`src/design/ges_pkg.sv`:
```
// Package for the graph edge switch engine: sizes, codes, payload structs
// and the command/status structs between controller and datapath.
// No dependencies.
package ges_pkg;

  localparam int NODES   = 64;
  localparam int EDGES   = 256;
  localparam int NODE_W  = 6;
  localparam int SLOT_W  = 8;
  localparam int NIDX_W  = $clog2(NODES);
  localparam int EADDR_W = $clog2(EDGES);
  localparam int CNT_W   = 9;
  localparam int CFG_AW  = 3;
  localparam int CFG_DW  = 32;

  localparam logic [CNT_W-1:0] EDGE_LIMIT = CNT_W'(EDGES);

  // register index, byte address is 4*index
  localparam logic [CFG_AW-3:0] REG_EDGE_COUNT = '0;

  typedef enum logic [1:0] {
    OP_LOAD = 2'd0,
    OP_SWAP = 2'd1,
    OP_READ = 2'd2
  } op_t;

  typedef enum logic [2:0] {
    ST_DONE   = 3'd0,
    ST_SAME   = 3'd1,
    ST_EXISTS = 3'd2,
    ST_RANGE  = 3'd3,
    ST_LOADED = 3'd4
  } status_t;

  typedef enum logic [2:0] {
    S_CLEAR,
    S_IDLE,
    S_EDGE_RD,
    S_ADJ_CHK,
    S_WRITE_B,
    S_RESULT
  } state_t;

  typedef struct packed {
    logic [1:0]        operation;
    logic [SLOT_W-1:0] first_slot;
    logic [SLOT_W-1:0] second_slot;
    logic [NODE_W-1:0] load_head;
    logic [NODE_W-1:0] load_tail;
  } in_item_t;

  typedef struct packed {
    logic [2:0]        status;
    logic [NODE_W-1:0] edge_head;
    logic [NODE_W-1:0] edge_tail;
  } out_item_t;

  typedef struct packed {
    logic [NODE_W-1:0] head;
    logic [NODE_W-1:0] tail;
  } edge_t;

  typedef struct packed {
    logic capture;    // take input transaction, read both edge slots
    logic adj_rd;     // read adjacency rows, latch early result
    logic wr_a;       // check targets, first row and slot write
    logic wr_b;       // second row and slot write of a swap
    logic emit;       // move result into output register
    logic clr_wr;     // clearing pass write
  } cmd_t;

  typedef struct packed {
    logic early_done; // result known after edge read
    logic more_b;     // swap allowed, second write needed
    logic out_free;
    logic clr_last;
  } sts_t;

endpackage

```
`src/design/ges_ctrl.sv`:
```
// Controller state machine of the graph edge switch engine.
// Depends on ges_pkg (state, command and status types).
module ges_ctrl (
  input  logic          clk,
  input  logic          rst_n,
  input  logic          in_valid,
  output logic          in_ready,
  input  ges_pkg::sts_t sts,
  output ges_pkg::cmd_t cmd
);

  ges_pkg::state_t state_r, state_nxt;

  always_ff @(posedge clk) begin
    if (!rst_n) begin
      state_r <= ges_pkg::S_CLEAR;
    end else begin
      state_r <= state_nxt;
    end
  end

  always_comb begin
    state_nxt = state_r;
    unique case (state_r)
      ges_pkg::S_CLEAR: begin
        if (sts.clr_last) state_nxt = ges_pkg::S_IDLE;
      end
      ges_pkg::S_IDLE: begin
        if (in_valid) state_nxt = ges_pkg::S_EDGE_RD;
      end
      ges_pkg::S_EDGE_RD: begin
        state_nxt = sts.early_done ? ges_pkg::S_RESULT : ges_pkg::S_ADJ_CHK;
      end
      ges_pkg::S_ADJ_CHK: begin
        state_nxt = sts.more_b ? ges_pkg::S_WRITE_B : ges_pkg::S_RESULT;
      end
      ges_pkg::S_WRITE_B: begin
        state_nxt = sts.out_free ? ges_pkg::S_IDLE : ges_pkg::S_RESULT;
      end
      ges_pkg::S_RESULT: begin
        if (sts.out_free) state_nxt = ges_pkg::S_IDLE;
      end
      default: state_nxt = ges_pkg::S_CLEAR;
    endcase
  end

  always_comb begin
    cmd      = '0;
    in_ready = 1'b0;
    unique case (state_r)
      ges_pkg::S_CLEAR: begin
        cmd.clr_wr = 1'b1;
      end
      ges_pkg::S_IDLE: begin
        in_ready    = 1'b1;
        cmd.capture = in_valid;
      end
      ges_pkg::S_EDGE_RD: begin
        cmd.adj_rd = 1'b1;
      end
      ges_pkg::S_ADJ_CHK: begin
        cmd.wr_a = 1'b1;
      end
      ges_pkg::S_WRITE_B: begin
        cmd.wr_b = 1'b1;
        cmd.emit = sts.out_free;
      end
      ges_pkg::S_RESULT: begin
        cmd.emit = sts.out_free;
      end
      default: cmd = '0;
    endcase
  end

endmodule

```
`config.mk`:
```
export PLATFORM = sky130hd
export DESIGN_NAME = ges_ctrl
export DESIGN_NICKNAME = d
export VERILOG_FILES = /design/src/design/ges_pkg.sv /design/src/design/ges_ctrl.sv
export SDC_FILE = /design/constraint.sdc
export NUM_CORES = 1
export LEC_CHECK = 0
export BUFFER_PORTS_ARGS = -buffer_cell sky130_fd_sc_hd__buf_4
export CORE_AREA = 2 2 39 41
export CTS_CLUSTER_SIZE = 24
export DETAILED_ROUTE_END_ITERATION = 12
export DIE_AREA = 0 0 41 43
export PLACE_DENSITY = 0.58
export SYNTH_ARGS = -nofsm -noshare
export SYNTH_HDL_FRONTEND = slang
export SYNTH_SLANG_ARGS = --single-unit
```
`constraint.sdc`:
```
create_clock -name clk -period 1.29 [get_ports clk]
set_input_delay 0.0645 -clock clk [delete_from_list [all_inputs] [get_ports clk]]
set_output_delay 0.0645 -clock clk [all_outputs]
set_load 0.01 [all_outputs]
```
# Word-level counts from Yosys, hierarchy flattened
# Cells that the tools add are included.
totals:
  ff_bits: 3
  latchBits: 0
  mem_bits_rw: 0
  mem_bits_ro: 0
  input_bits: 7
  output_inout_bits: 7
  word_cells: 26
  memories: 0
op_classes:
  add_sub_neg: 0
  multipliers: 0
  div: 0
  magnitude_cmp: 0
  n_eq_ne: 8
  shift: 0
  mux: 14
  bitwise_logic: 0
  n_reduce_logical: 3
ops:
  columns: ["op", "count"]
  rows:
  - ["one-hot mux 3 bit (6 select lines)", 1]
  - ["2-to-1 mux 3 bit", 5]
  - ["2-to-1 mux 1 bit", 8]
  - ["equality test 3 x 2 -> 1 bit, second input constant", 2]
  - ["equality test 3 bit, second input constant", 2]
  - ["inequality test 2 bit, second input constant", 3]
  - ["equality test 3 x 1 -> 1 bit, second input constant", 1]
  - ["logical NOT 3 bit", 1]
  - ["AND reduction 3 bit", 1]
  - ["OR reduction 2 bit", 1]

# Depth between registers and ports, before layout
logic_depth:
  ltp_word: 3
  depth_mapped: 4
  ltp_nobuf: 3

# Worst setup path after synthesis
# No wires, ideal clock.
synth_path:
  kind: "reg-to-reg"
  startpoint: "reg state_r[0]"
  endpoint: "reg state_r[0]"
  setup_time_ns: 0.130
  arrival_time_ns: 0.941
  required_time_ns: 1.160
  setup_slack_ns: 0.219
  stages_incl_launch_ff: 5
  path_buffers: 1
  synth_period_minus_slack_ns: 1.071
  path_cell_list: "dfxtp_1 > buf_6 > or2b_2 > a21boi_2 > o31ai_1"
synth_between:
  elab_chain_len: 3
  word_cells_on_any_way: 11
  cone_classes: "8 x eq/ne; 1 x mux; 2 x reduce/logical"
synth_rtl:
  columns: ["element", "line", "source"]
  rows:
  - ["start: declaration", "ges_ctrl.sv:12", "ges_pkg::state_t state_r, state_nxt;"]
  - ["start signal: assignment", "ges_ctrl.sv:16", "state_r <= ges_pkg::S_CLEAR;"]
  - ["start signal: assignment", "ges_ctrl.sv:18", "state_r <= state_nxt;"]
  - ["equality test 3 bit, or another cell as far along", "ges_ctrl.sv:24", "unique case (state_r)"]
  - ["inequality test 2 bit (no source line)", null, null]
  - ["AND reduction 3 bit (no source line)", null, null]
# Several ways; a longest one is shown, not always the timed one.
# A chain may end at the register's enable or synchronous reset.

==> impl_results.md <==
- GRT overflow: 0
- Status: complete, no violations
- Final period utilization: 0.945
- Largest net degree at the start of global routing: 11
- Later-pin clock latency in the skew report: around 0.24 ns
- IO Count: 14
- Core area: between 1000 and 1500 um2
- PortBufs: 13
- First-pass GRT wire length: 924 um
- Hold slack: 0.0582 ns
- Most frequent cells in the layout: 16 x buf_4, 3 x nor2_1, 3 x clkbuf_4, 3 x dfxtp_2
- Final Setup Violations: 0
- Setup TNS Final: 0 ns
- Worst setup SP type: flip-flop
- Number of global-route vias before repair: about 230
- Fraction of layout cells with a size suffix above 1: 0.633
- Via Count: between 200 and 300
- DP Cell Count: 61
- CP Max Fanout: 10
- Static leakage: just under 0.2 nW
- Largest Register: state_r
- Reg2reg path depth: 4
- Hold_buf cts: 0
- Syn Std Cell Area: approximately 310 um2
- Syn avg cell area: ~9.7 um2
- Min-Delay Path Class: primary input to flip-flop
- Fin cells: 65
- Post_cts resized: 3
- CTS tree: built
- Final core utilization: 0.325
- Initial DRC Count: 1
- Sink Count: 3
- Required time worst endpoint: about 1.2 ns
- Buf+Inv Stages, Crit Path: 2
- Max reg flops: 3
- WL final: between 600 and 700 um
- Final min period: 1.22 ns
- RSZ-0062 raised after global routing: false
- Detailed Place HPWL: 499 um
- Levels on crit path: 3
- Row cnt: 14
- Clk pin slew, worst setup/hold paths: 0.04 ns
- Avg WL per Cell: between 9 and 10 um
- Initial antenna violation count: 0
- Post-route DRC: 0
- Total GRT Usage: 0.0822
- # Post-CTS Setup Buffers: 0
- Fmax: roughly 0.82 GHz
- Average vias per placed instance: about 4.3
- Crit end category: output port
- Detailed Routing Iterations Pass 1: 4
- Die Y: 43 um
- Cell Chain, Critical Path: inv_1, and3_1, buf_4
- Worst rel slew slack: 0.797
- CP delay by family, top: flip-flops
- Syn Nets: 39
- Leading cell type in the layout, fill and taps excluded: buf_4
- Diode count: 0
- CP peak stage delay: between 0.4 and 0.5 ns
- H-Tree Depth: 1
- Post-layout nets: 57
- Worst endpoint data arrival time: 1.15 ns
- Clk root buf: clkbuf_4
- Slowest cell on crit path: dfxtp_2
- Biggest regs: state_r: 3 flops
- Cell variety after synth: 22
- Worst Skew: approximately 0.00039 ns
- Yosys warns: 0
- Synth Instances: 32
- Register bit total from synthesis: 3
- Gpl congestion: 0.690
- Area Growth Syn to Fin: 44.6%
- Total power: around 0.0006 W
- Initial core utilization: 0.225
- Num CTS Buffers: 3
- Full die area: around 1800 um2
- Max-slew violations: 0
- Worst hold stages: 2
- Die X: just over 40 um
- Sequential element share of the synthesized area: 0.193
- Worst slew pin tran: around 0.30 ns
- VDD IR max: around 0.43 mV
- Post-route antenna net violation count: 0
- Layout fillers: ~150
- Final hold violations: 0
- Maxcap violations: 0
- PwrDens: 1330 nW/um2
- Clock Tree Buf Depth: 2
- Crit path kind: flip-flop to output port
cell families (layout without fill, tap and decap cells):
group | after synthesis | count (layout) | share of synthesized area
simple gates | 17 | 17 | 0.434
flops | 3 | 3 | 0.193
mux | 1 | 1 | 0.0321
buf+inv | 4 | 21 | 0.120
compound gates | 7 | 7 | 0.221
through the flow:
step	setup WS (ns)	instance area [um2]
floorplan	0.219	312
CTS	0.0569	448
global placement	0.183	418
global route	0.00241	450
detailed placement	0.150	418
finish	0.0716	450
area by class of cell:
type	instances	area [um2]	share of cell area
Multi-Input combinational cell	25	216	0.481
Inverter	1	3.75	0.00833
Timing Repair Buffer	16	120	0.267
Tap cell	16	20.0	0.0444
Sequential cell	3	63.8	0.142
Clock buffer	4	26.3	0.0583
synthesized netlist by cell type:
cell | instances | area share
nor2b_4 | 1 | 0.044
dfxtp_1 | 3 | 0.19
nor3b_1 | 2 | 0.048
a21boi_2 | 1 | 0.036
nand2b_4 | 2 | 0.088
nor2_1 | 4 | 0.048
o21ai_0 | 2 | 0.032
and2b_2 | 1 | 0.028
buf_6 | 3 | 0.11
and3_1 | 1 | 0.020
nor4bb_2 | 1 | 0.052
o21ai_1 | 1 | 0.016
nand4_1 | 1 | 0.020
a2111oi_4 | 1 | 0.088
o31ai_1 | 1 | 0.024
o21a_1 | 1 | 0.024
nor3_1 | 1 | 0.016
inv_1 | 1 | 0.012
or2b_2 | 1 | 0.028
nand2b_1 | 1 | 0.020
and2_1 | 1 | 0.020
mux2i_1 | 1 | 0.032
worst paths after layout:
path	startpoint	end	slack (ns)
max reg2reg	state_r[0]	state_r[1]	0.21
min	rst_n	state_r[2]	0.06
max	state_r[1]	cmd[1]	0.07
min reg2reg	state_r[2]	state_r[1]	0.65
per-layer routing:
| metal | wire (um) | up-vias | part of all wire | GRT usage |
|---|---|---|---|---|
| met1 | 276 | 122 | 0.43 | 0.0994 |
| met3 | 47 | 3 | 0.074 | 0.0314 |
| met2 | 296 | 10 | 0.46 | 0.103 |
| met4 | 16 | 0 | 0.025 | 0.0800 |
| li1 | - | 145 | - | - |
| met5 | 0 | - | 0 | 0 |
where the power goes:
part / internal, W / leakage [nW] / switching [W]
combinational: 0.000167 / 0.153 / 0.000117
clock: 0.000116 / 0.0150 / 0.0000554
sequential: 0.000113 / 0.0258 / 0.0000322
(Power assumes the default switching activity.)
